--- config.mk ---
export PLATFORM = sky130hd
export DESIGN_NAME = char_lcd_nibble_bus_driver_top
export DESIGN_NICKNAME = d
export VERILOG_FILES = /design/src/rtl/lcdnb_pkg.sv /design/src/rtl/lcdnb_front.sv /design/src/rtl/lcdnb_queue.sv /design/src/rtl/lcdnb_back.sv /design/src/rtl/char_lcd_nibble_bus_driver_top.sv
export SDC_FILE = /design/constraint.sdc
export NUM_CORES = 1
export LEC_CHECK = 0
export BUFFER_PORTS_ARGS = -buffer_cell sky130_fd_sc_hd__buf_2
export CAP_MARGIN = 15
export CELL_PAD_IN_SITES_DETAIL_PLACEMENT = 1
export CELL_PAD_IN_SITES_GLOBAL_PLACEMENT = 1
export CORE_MARGIN = 5
export CORE_UTILIZATION = 25
export CTS_CLUSTER_SIZE = 30
export DETAILED_ROUTE_END_ITERATION = 8
export GPL_TIMING_DRIVEN = 0
export PLACE_DENSITY_LB_ADDON = 0.1
export SYNTH_ARGS = -nofsm -noshare
export SYNTH_HDL_FRONTEND = slang
export SYNTH_SLANG_ARGS = --single-unit
export TNS_END_PERCENT = 5
--- constraint.sdc ---
create_clock -name clk -period 10.5 [get_ports clk]
set_input_delay 0.525 -clock clk [delete_from_list [all_inputs] [get_ports clk]]
set_output_delay 0.525 -clock clk [all_outputs]
set_load 0.02 [all_outputs]
--- src/rtl/lcdnb_pkg.sv ---
`timescale 1ns / 1ps
`default_nettype none

package lcdnb_pkg;

	typedef enum logic [2:0] {
		CMD_INIT   = 3'd0,
		CMD_CLEAR  = 3'd1,
		CMD_CURSOR = 3'd2,
		CMD_CHAR   = 3'd3,
		CMD_NUMBER = 3'd4,
		CMD_RAW    = 3'd5
	} cmd_t;

	typedef enum logic [2:0] {
		F_IDLE,
		F_ONE,
		F_INIT,
		F_MOD,
		F_DIGIT
	} front_state_t;

	typedef enum logic [1:0] {
		B_IDLE,
		B_SHOW,
		B_WAIT
	} back_state_t;

	// six bus phases of one byte, high nibble first
	typedef enum logic [2:0] {
		PH_HI_SETUP,
		PH_HI_STROBE,
		PH_HI_HOLD,
		PH_LO_SETUP,
		PH_LO_STROBE,
		PH_LO_HOLD
	} phase_t;

	typedef struct packed {
		logic [7:0] data;
		logic       rs;
		logic       long_hold;
		logic       last;
	} lcdnb_entry_t;

	typedef struct packed {
		logic         valid;
		lcdnb_entry_t entry;
	} lcdnb_push_t;

	typedef struct packed {
		logic       strobe;
		logic       reg_sel;
		logic [3:0] nibble;
		logic       enable;
		logic [1:0] hold;
		logic       last;
	} lcdnb_pins_t;

	localparam int          DELAY_W       = 24;
	localparam int          TIMER_W       = DELAY_W + 1;
	localparam logic [23:0] DELAY_RESET   = 24'd25000;
	localparam logic [2:0]  INIT_LAST_IDX = 3'd5;
	localparam logic [2:0]  DIGIT_LAST    = 3'd3;
	localparam logic [7:0]  CLEAR_BYTE    = 8'h01;
	localparam logic [7:0]  ASCII_ZERO    = 8'd48;
	localparam logic [15:0] NUM_MODULUS   = 16'd10000;
	localparam logic [1:0]  HOLD_SHORT    = 2'd1;
	localparam logic [1:0]  HOLD_LONG     = 2'd2;

	function automatic logic [7:0] init_byte(input logic [2:0] idx);
		logic [7:0] b;
		unique case (idx)
			3'd0:    b = 8'h33;
			3'd1:    b = 8'h32;
			3'd2:    b = 8'h28;
			3'd3:    b = 8'h0C;
			3'd4:    b = 8'h06;
			default: b = 8'h01;
		endcase
		return b;
	endfunction

	function automatic logic [7:0] line_offset(input logic [1:0] ln);
		logic [7:0] o;
		unique case (ln)
			2'd0:    o = 8'h00;
			2'd1:    o = 8'h40;
			2'd2:    o = 8'h10;
			default: o = 8'h50;
		endcase
		return o;
	endfunction

	function automatic logic [15:0] digit_place(input logic [1:0] p);
		logic [15:0] v;
		unique case (p)
			2'd0:    v = 16'd1000;
			2'd1:    v = 16'd100;
			2'd2:    v = 16'd10;
			default: v = 16'd1;
		endcase
		return v;
	endfunction

endpackage

`default_nettype wire

--- src/rtl/lcdnb_front.sv ---
`timescale 1ns / 1ps
`default_nettype none

module lcdnb_front (
	input  wire                  clk,
	input  wire                  arst_n,
	input  wire                  accept,
	input  wire  [2:0]           command,
	input  wire  [7:0]           byte_value,
	input  wire                  rs_select,
	input  wire  [6:0]           cursor_pos,
	input  wire  [2:0]           line,
	input  wire  [15:0]          number,
	input  wire                  full,
	output lcdnb_pkg::lcdnb_push_t push,
	output logic                 busy
);

	lcdnb_pkg::front_state_t state_q, state_d;
	logic [7:0]  byte_q, byte_d;
	logic        rs_q, rs_d;
	logic        long_q, long_d;
	logic [2:0]  idx_q, idx_d;
	logic [15:0] val_q, val_d;
	logic [3:0]  digit_q, digit_d;
	logic [15:0] place;

	assign place = lcdnb_pkg::digit_place(idx_q[1:0]);

	always_comb begin
		state_d = state_q;
		byte_d  = byte_q;
		rs_d    = rs_q;
		long_d  = long_q;
		idx_d   = idx_q;
		val_d   = val_q;
		digit_d = digit_q;
		unique case (state_q)
			lcdnb_pkg::F_IDLE: begin
				if (accept) begin
					unique case (lcdnb_pkg::cmd_t'(command))
						lcdnb_pkg::CMD_INIT: begin
							idx_d   = 3'd0;
							state_d = lcdnb_pkg::F_INIT;
						end
						lcdnb_pkg::CMD_CLEAR: begin
							byte_d  = lcdnb_pkg::CLEAR_BYTE;
							rs_d    = 1'b0;
							long_d  = 1'b0;
							state_d = lcdnb_pkg::F_ONE;
						end
						lcdnb_pkg::CMD_CURSOR: begin
							if (!line[2]) begin
								byte_d  = {1'b1, cursor_pos} + lcdnb_pkg::line_offset(line[1:0]);
								rs_d    = 1'b0;
								long_d  = 1'b1;
								state_d = lcdnb_pkg::F_ONE;
							end
						end
						lcdnb_pkg::CMD_CHAR: begin
							byte_d  = byte_value;
							rs_d    = 1'b1;
							long_d  = 1'b0;
							state_d = lcdnb_pkg::F_ONE;
						end
						lcdnb_pkg::CMD_NUMBER: begin
							val_d   = number;
							idx_d   = 3'd0;
							digit_d = 4'd0;
							state_d = lcdnb_pkg::F_MOD;
						end
						lcdnb_pkg::CMD_RAW: begin
							byte_d  = byte_value;
							rs_d    = rs_select;
							long_d  = 1'b0;
							state_d = lcdnb_pkg::F_ONE;
						end
						default: ;
					endcase
				end
			end
			lcdnb_pkg::F_ONE: begin
				if (!full) state_d = lcdnb_pkg::F_IDLE;
			end
			lcdnb_pkg::F_INIT: begin
				if (!full) begin
					idx_d = idx_q + 3'd1;
					if (idx_q == lcdnb_pkg::INIT_LAST_IDX) state_d = lcdnb_pkg::F_IDLE;
				end
			end
			lcdnb_pkg::F_MOD: begin
				// strip whole multiples of ten thousand, one per cycle
				if (val_q >= lcdnb_pkg::NUM_MODULUS) val_d = val_q - lcdnb_pkg::NUM_MODULUS;
				else state_d = lcdnb_pkg::F_DIGIT;
			end
			lcdnb_pkg::F_DIGIT: begin
				if (val_q >= place) begin
					val_d   = val_q - place;
					digit_d = digit_q + 4'd1;
				end else if (!full) begin
					digit_d = 4'd0;
					idx_d   = idx_q + 3'd1;
					if (idx_q == lcdnb_pkg::DIGIT_LAST) state_d = lcdnb_pkg::F_IDLE;
				end
			end
			default: state_d = lcdnb_pkg::F_IDLE;
		endcase
	end

	always_comb begin
		push = '0;
		busy = (state_q != lcdnb_pkg::F_IDLE);
		unique case (state_q)
			lcdnb_pkg::F_ONE: begin
				push.valid           = 1'b1;
				push.entry.data      = byte_q;
				push.entry.rs        = rs_q;
				push.entry.long_hold = long_q;
				push.entry.last      = 1'b1;
			end
			lcdnb_pkg::F_INIT: begin
				push.valid           = 1'b1;
				push.entry.data      = lcdnb_pkg::init_byte(idx_q);
				push.entry.rs        = 1'b0;
				push.entry.long_hold = 1'b1;
				push.entry.last      = (idx_q == lcdnb_pkg::INIT_LAST_IDX);
			end
			lcdnb_pkg::F_DIGIT: begin
				push.valid           = (val_q < place);
				push.entry.data      = lcdnb_pkg::ASCII_ZERO | {4'd0, digit_q};
				push.entry.rs        = 1'b1;
				push.entry.long_hold = 1'b0;
				push.entry.last      = (idx_q == lcdnb_pkg::DIGIT_LAST);
			end
			default: ;
		endcase
	end

	always_ff @(posedge clk or negedge arst_n) begin
		if (!arst_n) begin
			state_q <= lcdnb_pkg::F_IDLE;
			idx_q   <= 3'd0;
			digit_q <= 4'd0;
		end else begin
			state_q <= state_d;
			idx_q   <= idx_d;
			digit_q <= digit_d;
		end
	end

	always_ff @(posedge clk) begin
		byte_q <= byte_d;
		rs_q   <= rs_d;
		long_q <= long_d;
		val_q  <= val_d;
	end

endmodule

`default_nettype wire

--- src/rtl/lcdnb_queue.sv ---
`timescale 1ns / 1ps
`default_nettype none

module lcdnb_queue #(
	parameter int DEPTH = 4
) (
	input  wire                    clk,
	input  wire                    arst_n,
	input  lcdnb_pkg::lcdnb_push_t push,
	output logic                   full,
	input  wire                    pop,
	output logic                   empty,
	output lcdnb_pkg::lcdnb_entry_t head
);

	localparam int PTR_W = (DEPTH > 1) ? $clog2(DEPTH) : 1;
	localparam int CNT_W = $clog2(DEPTH + 1);
	localparam logic [PTR_W-1:0] PTR_LAST = PTR_W'(DEPTH - 1);
	localparam logic [CNT_W-1:0] CNT_FULL = CNT_W'(DEPTH);

	lcdnb_pkg::lcdnb_entry_t mem_q [DEPTH];
	logic [PTR_W-1:0] wr_ptr_q, rd_ptr_q;
	logic [CNT_W-1:0] count_q;
	logic             do_push, do_pop;

	assign full    = (count_q == CNT_FULL);
	assign empty   = (count_q == '0);
	assign do_push = push.valid && !full;
	assign do_pop  = pop && !empty;
	assign head    = mem_q[rd_ptr_q];

	always_ff @(posedge clk) begin
		if (do_push) mem_q[wr_ptr_q] <= push.entry;
	end

	always_ff @(posedge clk or negedge arst_n) begin
		if (!arst_n) begin
			wr_ptr_q <= '0;
			rd_ptr_q <= '0;
			count_q  <= '0;
		end else begin
			if (do_push) wr_ptr_q <= (wr_ptr_q == PTR_LAST) ? '0 : wr_ptr_q + PTR_W'(1);
			if (do_pop)  rd_ptr_q <= (rd_ptr_q == PTR_LAST) ? '0 : rd_ptr_q + PTR_W'(1);
			if (do_push && !do_pop)      count_q <= count_q + CNT_W'(1);
			else if (do_pop && !do_push) count_q <= count_q - CNT_W'(1);
		end
	end

endmodule

`default_nettype wire

--- src/rtl/lcdnb_back.sv ---
`timescale 1ns / 1ps
`default_nettype none

module lcdnb_back (
	input  wire                     clk,
	input  wire                     arst_n,
	input  wire  [23:0]             delay,
	input  wire                     empty,
	input  lcdnb_pkg::lcdnb_entry_t head,
	output logic                    pop,
	output lcdnb_pkg::lcdnb_pins_t  pins,
	output logic                    busy
);

	lcdnb_pkg::back_state_t state_q, state_d;
	lcdnb_pkg::phase_t      phase_q, phase_next;
	lcdnb_pkg::lcdnb_entry_t cur_q;
	logic [lcdnb_pkg::TIMER_W-1:0] timer_q, timer_load;
	logic long_now, timer_done;

	assign long_now   = cur_q.long_hold && (phase_q == lcdnb_pkg::PH_LO_HOLD);
	assign timer_load = long_now ? {delay, 1'b0} : {1'b0, delay};
	assign timer_done = (timer_q <= lcdnb_pkg::TIMER_W'(1));

	always_comb begin
		unique case (phase_q)
			lcdnb_pkg::PH_HI_SETUP:  phase_next = lcdnb_pkg::PH_HI_STROBE;
			lcdnb_pkg::PH_HI_STROBE: phase_next = lcdnb_pkg::PH_HI_HOLD;
			lcdnb_pkg::PH_HI_HOLD:   phase_next = lcdnb_pkg::PH_LO_SETUP;
			lcdnb_pkg::PH_LO_SETUP:  phase_next = lcdnb_pkg::PH_LO_STROBE;
			lcdnb_pkg::PH_LO_STROBE: phase_next = lcdnb_pkg::PH_LO_HOLD;
			default:                 phase_next = lcdnb_pkg::PH_HI_SETUP;
		endcase
	end

	always_comb begin
		state_d = state_q;
		unique case (state_q)
			lcdnb_pkg::B_IDLE: if (!empty) state_d = lcdnb_pkg::B_SHOW;
			lcdnb_pkg::B_SHOW: state_d = lcdnb_pkg::B_WAIT;
			lcdnb_pkg::B_WAIT: begin
				if (timer_done) begin
					state_d = (phase_q == lcdnb_pkg::PH_LO_HOLD) ? lcdnb_pkg::B_IDLE
						: lcdnb_pkg::B_SHOW;
				end
			end
			default: state_d = lcdnb_pkg::B_IDLE;
		endcase
	end

	always_comb begin
		pop          = (state_q == lcdnb_pkg::B_IDLE) && !empty;
		busy         = (state_q != lcdnb_pkg::B_IDLE);
		pins.strobe  = (state_q == lcdnb_pkg::B_SHOW);
		pins.reg_sel = cur_q.rs;
		pins.nibble  = (phase_q == lcdnb_pkg::PH_HI_SETUP || phase_q == lcdnb_pkg::PH_HI_STROBE
			|| phase_q == lcdnb_pkg::PH_HI_HOLD) ? cur_q.data[7:4] : cur_q.data[3:0];
		pins.enable  = (phase_q == lcdnb_pkg::PH_HI_STROBE)
			|| (phase_q == lcdnb_pkg::PH_LO_STROBE);
		pins.hold    = long_now ? lcdnb_pkg::HOLD_LONG : lcdnb_pkg::HOLD_SHORT;
		pins.last    = cur_q.last && (phase_q == lcdnb_pkg::PH_LO_HOLD);
	end

	always_ff @(posedge clk or negedge arst_n) begin
		if (!arst_n) begin
			state_q <= lcdnb_pkg::B_IDLE;
			phase_q <= lcdnb_pkg::PH_HI_SETUP;
			timer_q <= '0;
		end else begin
			state_q <= state_d;
			unique case (state_q)
				lcdnb_pkg::B_IDLE: phase_q <= lcdnb_pkg::PH_HI_SETUP;
				lcdnb_pkg::B_SHOW: timer_q <= timer_load;
				lcdnb_pkg::B_WAIT: begin
					if (timer_done) phase_q <= phase_next;
					else timer_q <= timer_q - lcdnb_pkg::TIMER_W'(1);
				end
				default: ;
			endcase
		end
	end

	always_ff @(posedge clk) begin
		if (pop) cur_q <= head;
	end

endmodule

`default_nettype wire

--- src/rtl/char_lcd_nibble_bus_driver_top.sv ---
`timescale 1ns / 1ps
`default_nettype none

// Channel   | Handshake            | Payload
// ----------+----------------------+----------------------------------------------
// request   | start, busy          | command, byte_value, rs_select, cursor_pos,
//           |                      | line, number
// phase out | strobe               | reg_sel, data_nibble, enable, hold_periods, last
// config    | cfg_we               | cfg_wdata (phase_delay_cycles)
//
// A request is taken when start is high and busy is low; one request is in
// work at a time. The first phase strobes after the request passes the
// front-end state, the queue and the back-end state; a number must first be
// stripped of multiples of ten thousand and its first digit found. Each bus
// phase is shown for one cycle under strobe and then held by the back-end
// timer for a span that hold_periods and phase_delay_cycles set, after which the
// next queued byte is popped; init sends six bytes, numbers four. Busy drops the
// cycle after the final hold ends. The receiver cannot stall; arst_n clears all
// control state and the delay register returns to 25000.

module char_lcd_nibble_bus_driver_top #(
	parameter int QUEUE_DEPTH = 4
) (
	input  wire         clk,
	input  wire         arst_n,
	input  wire         start,
	output logic        busy,
	input  wire  [2:0]  command,
	input  wire  [7:0]  byte_value,
	input  wire         rs_select,
	input  wire  [6:0]  cursor_pos,
	input  wire  [2:0]  line,
	input  wire  [15:0] number,
	input  wire         cfg_we,
	input  wire  [23:0] cfg_wdata,
	output logic        strobe,
	output logic        reg_sel,
	output logic [3:0]  data_nibble,
	output logic        enable,
	output logic [1:0]  hold_periods,
	output logic        last
);

	logic [23:0] phase_delay_q;
	logic        accept;
	logic        front_busy, back_busy;
	logic        full, empty, pop;
	lcdnb_pkg::lcdnb_push_t  push;
	lcdnb_pkg::lcdnb_entry_t head;
	lcdnb_pkg::lcdnb_pins_t  pins;

	// hold the delay register; the user must change it only while the block is idle, the block does not enforce it
	always_ff @(posedge clk or negedge arst_n) begin
		if (!arst_n) begin
			phase_delay_q <= lcdnb_pkg::DELAY_RESET;
		end else if (cfg_we) begin
			phase_delay_q <= cfg_wdata;
		end
	end

	// busy covers the front end, queued bytes and the byte on the bus
	assign busy   = front_busy || !empty || back_busy;
	assign accept = start && !busy;

	// front end: decode the request into a list of bytes
	lcdnb_front u_front (
		.clk        (clk),
		.arst_n     (arst_n),
		.accept     (accept),
		.command    (command),
		.byte_value (byte_value),
		.rs_select  (rs_select),
		.cursor_pos (cursor_pos),
		.line       (line),
		.number     (number),
		.full       (full),
		.push       (push),
		.busy       (front_busy)
	);

	// short byte queue between decode and bus timing
	lcdnb_queue #(
		.DEPTH (QUEUE_DEPTH)
	) u_queue (
		.clk    (clk),
		.arst_n (arst_n),
		.push   (push),
		.full   (full),
		.pop    (pop),
		.empty  (empty),
		.head   (head)
	);

	// back end: split each byte into six timed bus phases
	lcdnb_back u_back (
		.clk    (clk),
		.arst_n (arst_n),
		.delay  (phase_delay_q),
		.empty  (empty),
		.head   (head),
		.pop    (pop),
		.pins   (pins),
		.busy   (back_busy)
	);

	assign strobe       = pins.strobe;
	assign reg_sel      = pins.reg_sel;
	assign data_nibble  = pins.nibble;
	assign enable       = pins.enable;
	assign hold_periods = pins.hold;
	assign last         = pins.last;

endmodule

`default_nettype wire

==> metrics.md <==
| Metric | Value |
|---|---|
| Status | `finished clean` |
| DIE AREA | `38200 um2` |
| Vias in the first global route | `7339` |
| Yosys Warn Count | `0` |
| Input/output buffers | `71` |
| Sw power | `856 uW` |
| Final nets | `1005` |
| Fin Setup TNS | `0 ps` |
| CP max-delay cell | `a21oi_1` |
| Die H | `195 um` |
| Maxcap violations | `0` |
| Most Frequent Cell on Critical Path | `ha_1` |
| Sequential share of power | `38.3%` |
| Clock skew | `11.8 ps` |
| Final Hold Viols | `0` |
| Fraction of registers with async set/reset | `46.7%` |
| Crit-path max FO | `9` |
| HPWL after DPL | `19600 um` |
| Worst setup SP type | `flip-flop` |
| Global-route wire length before repair | `42100 um` |
| Share of the synthesized area in the top cell type | `28.3%` |
| CTS root buffer | `clkbuf_16` |
| Clock power frac | `27.8%` |
| Critical setup path kind | `reg -> reg` |
| FMAX | `235 MHz` |
| CTS tree | `yes` |
| Routability cong. | `0.767` |
| PostCTS Resize Cnt | `0` |
| Placement Setup Slack | `6160 ps` |
| Clock transition at path regs | `70 ps` |
| Drt first pass iters | `5` |
| Measured slew at the worst slew-check pin | `930 ps` |
| Clock sink total | `152` |
| Worst VDD drop | `0.119 mV` |
| GRT overflow | `0` |
| Post-Syn Instances | `816` |
| Most frequent cell after synthesis | `nand2_1` |
| Pins Over Slew Limit | `0` |
| Sequential fraction of the synthesis area | `49.1%` |
| Core area | `33700 um2` |
| Layout cells sized above 1 | `19.1%` |
| Total CTS buffers | `17` |
| ANT nets after route | `0` |
| Commonest cells post-synth | `93 x nand2_1, 81 x edfxtp_1, 65 x dfrtp_1` |
| GRT Total Usage | `14.1%` |
| CP Data Arrival Time | `4630 ps` |
| Largest net degree at the start of global routing | `41` |
| Post-Syn Area | `8590 um2` |
| Synth-to-layout area growth | `18.0%` |
| Min Tclk post-route | `4260 ps` |
| Unrepaired setup endpoints after global routing | `no` |
| Slew margin rel. | `37.9%` |
| Post-Syn Nets | `913` |
| Yosys top cell by area | `edfxtp_1` |
| Bufs and invs on worst path | `2` |
| Htree depth | `4` |
| Crit-path max cell delay | `620 ps` |
| Io pins | `77` |
| CP endpoint kind | `flip-flop` |
| Worst skew pair latency | `440 ps` |
| Wire length per cell | `19.4 um` |
| Yosys cell types | `73` |
| Comb power frac | `33.9%` |
| Hold_buf cts | `0` |
| Switching share of power | `38.3%` |
| DR vias/cell | `4.88` |
| Final WL | `26500 um` |
| HP Class | `in -> async` |
| Drt drc | `0` |
| Vias | `6681` |
| Syn Area/Cell | `10.5 um2` |
| Post-route clock period utilization | `40.6%` |
| Total setup buffers inserted after CTS | `0` |
| Top Family by Delay on Critical Path | `adder cells` |
| Ranking of synthesized cells by area | `edfxtp_1 28%, dfrtp_1 19%, mux2_2 5.0%` |
| FF+latch count, synth | `152` |
| Internal power | `1380 uW` |
| Ys flop type | `edfxtp_1` |
| PD cells | `221 nW/um2` |
| Max clock buf depth | `2` |
| Rows | `67` |
| Number of enable flip-flop cells after synthesis | `81` |
| Starting Density | `25.5%` |
| Leakage | `0.00392 uW` |
| Final Worst Setup Slack | `6240 ps` |
| Antenna violations before repair | `0` |
| Diodes inserted | `0` |
| Crit path required time | `10870 ps` |
| Final setup vio count | `0` |
| Die width | `195 um` |
| Worst-path cell chain | `inv_1, ha_1, nor2_1, or2_2, ha_1, or3_1, o221ai_1, nand4_1, a21oi_1, ha_1, inv_1, fa_1, xor2_1, nor2_1, xor2_1` |
| Starting DRT DRC Count | `320` |
[worst reg2reg max path, delay by kind of cell (launching register included)]
family	cells	cell delay (ps)
simple gates	5	1100
buf+inv	2	190
compound gates	2	950
flops	1	440
fa+ha+maj	4	1190
xor+xnor	2	320
[kinds of logic after synthesis]
| group | count (synthesis) | share of synthesized area [%] |
|---|---|---|
| compound gates | 201 | 15.3 |
| xor+xnor | 23 | 2.34 |
| fa+ha+maj | 31 | 4.69 |
| buf+inv | 71 | 3.38 |
| flops | 152 | 49.1 |
| mux | 64 | 9.61 |
| simple gates | 274 | 15.6 |
[final timing paths]
check | from | to | cells after the start | slack [ps]
max | u_front.idx_q[0] | u_queue.count_q[2] | 15 | 6240
max reg2reg | u_front.idx_q[0] | u_queue.count_q[2] | 15 | 6240
min in group clk | cfg_wdata[19] | phase_delay_q[19] | 2 | 320
max in group asynchronous | arst_n | phase_delay_q[5] | 2 | 9800
min reg2reg | u_queue.count_q[2] | u_queue.count_q[2] | 1 | 500
min | arst_n | phase_delay_q[17] | 1 | 40
[flip-flops by register name, indices dropped and copies added, names as in the netlist]
name and cells:
u_front.state_q 3, u_back.pins 1, u_front.rs_q 1, u_queue.wr_ptr_q 2, u_queue.count_q 3, u_back.cur_q 10
u_back.phase_q 3, u_front.digit_q 4, u_front.long_q 1, u_queue.rd_ptr_q 2, phase_delay_q 24, u_queue.mem_q 44
u_back.timer_q 25, u_front.byte_q 8, u_back.state_q 2, u_front.idx_q 3, u_front.val_q 16
[final cells by class]
class	instances	area, um2
plain buffers	47	200
repair buffers	73	397
flip-flops and latches	152	4220
multi-input cells	593	4090
well taps	448	561
clock buffers	18	429
clock inverters	14	149
fillers	3894	23600
inverters	24	90.1
[per-stage QoR]
step | std cells | total power, uW | hold slack (ps) | cell area, um2 | util [%]
after floorplan | 816 | 1380 | 229 | 8590 | -
after global placement | 1335 | 1630 | 479 | 9510 | 28.2
after detailed placement | 1337 | 1640 | 483 | 9560 | 28.4
after CTS | 1369 | 2280 | 33.8 | 10100 | 30.1
after global routing | 1369 | 2400 | 58.7 | 10100 | 30.1
final | 1369 | 2240 | 39.2 | 10100 | 30.1
[cells in the final DEF (no fill, tap or decap), types with 8 or more instances in the layout]
cell type  instances
a31oi_1           11
nor2b_1           11
a21oi_1           50
mux2i_1           15
ha_1              29
or3_1              9
inv_1             24
nand2b_1           8
xor2_1             9
xnor2_1           14
nor4_1             9
a22o_1             8
nand3_1           15
mux4_2            11
nand2_1           93
nor3_1            18
dfrtp_1           65
clkbuf_1          38
nor2_1            64
clkbuf_16         17
o21ai_0           51
buf_2             71
edfxtp_1          81
mux2_2            38
[per-layer routing]
metal / track usage (%) / vias to the layer above / part of all wire (%) / wire length [um]
met3: 2.53 / 26 / 2.2 / 589
met2: 24.0 / 90 / 49 / 13000
met5: 0 / - / 0 / 0
met4: 4.19 / 0 / 1.5 / 391
li1: - / 3225 / - / -
met1: 18.4 / 3340 / 47 / 12600
[power by group through the flow]
stage / clock network (uW) / logic [uW] / registers [uW]
2_1_floorplan: 0 / 541 / 838
3_3_place_gp: 0 / 764 / 869
3_5_place_dp: 0 / 776 / 869
4_1_cts: 641 / 779 / 857
5_1_grt: 668 / 852 / 876
6_report: 620 / 758 / 857
No activity file was read; power rests on OpenSTA's default activity.
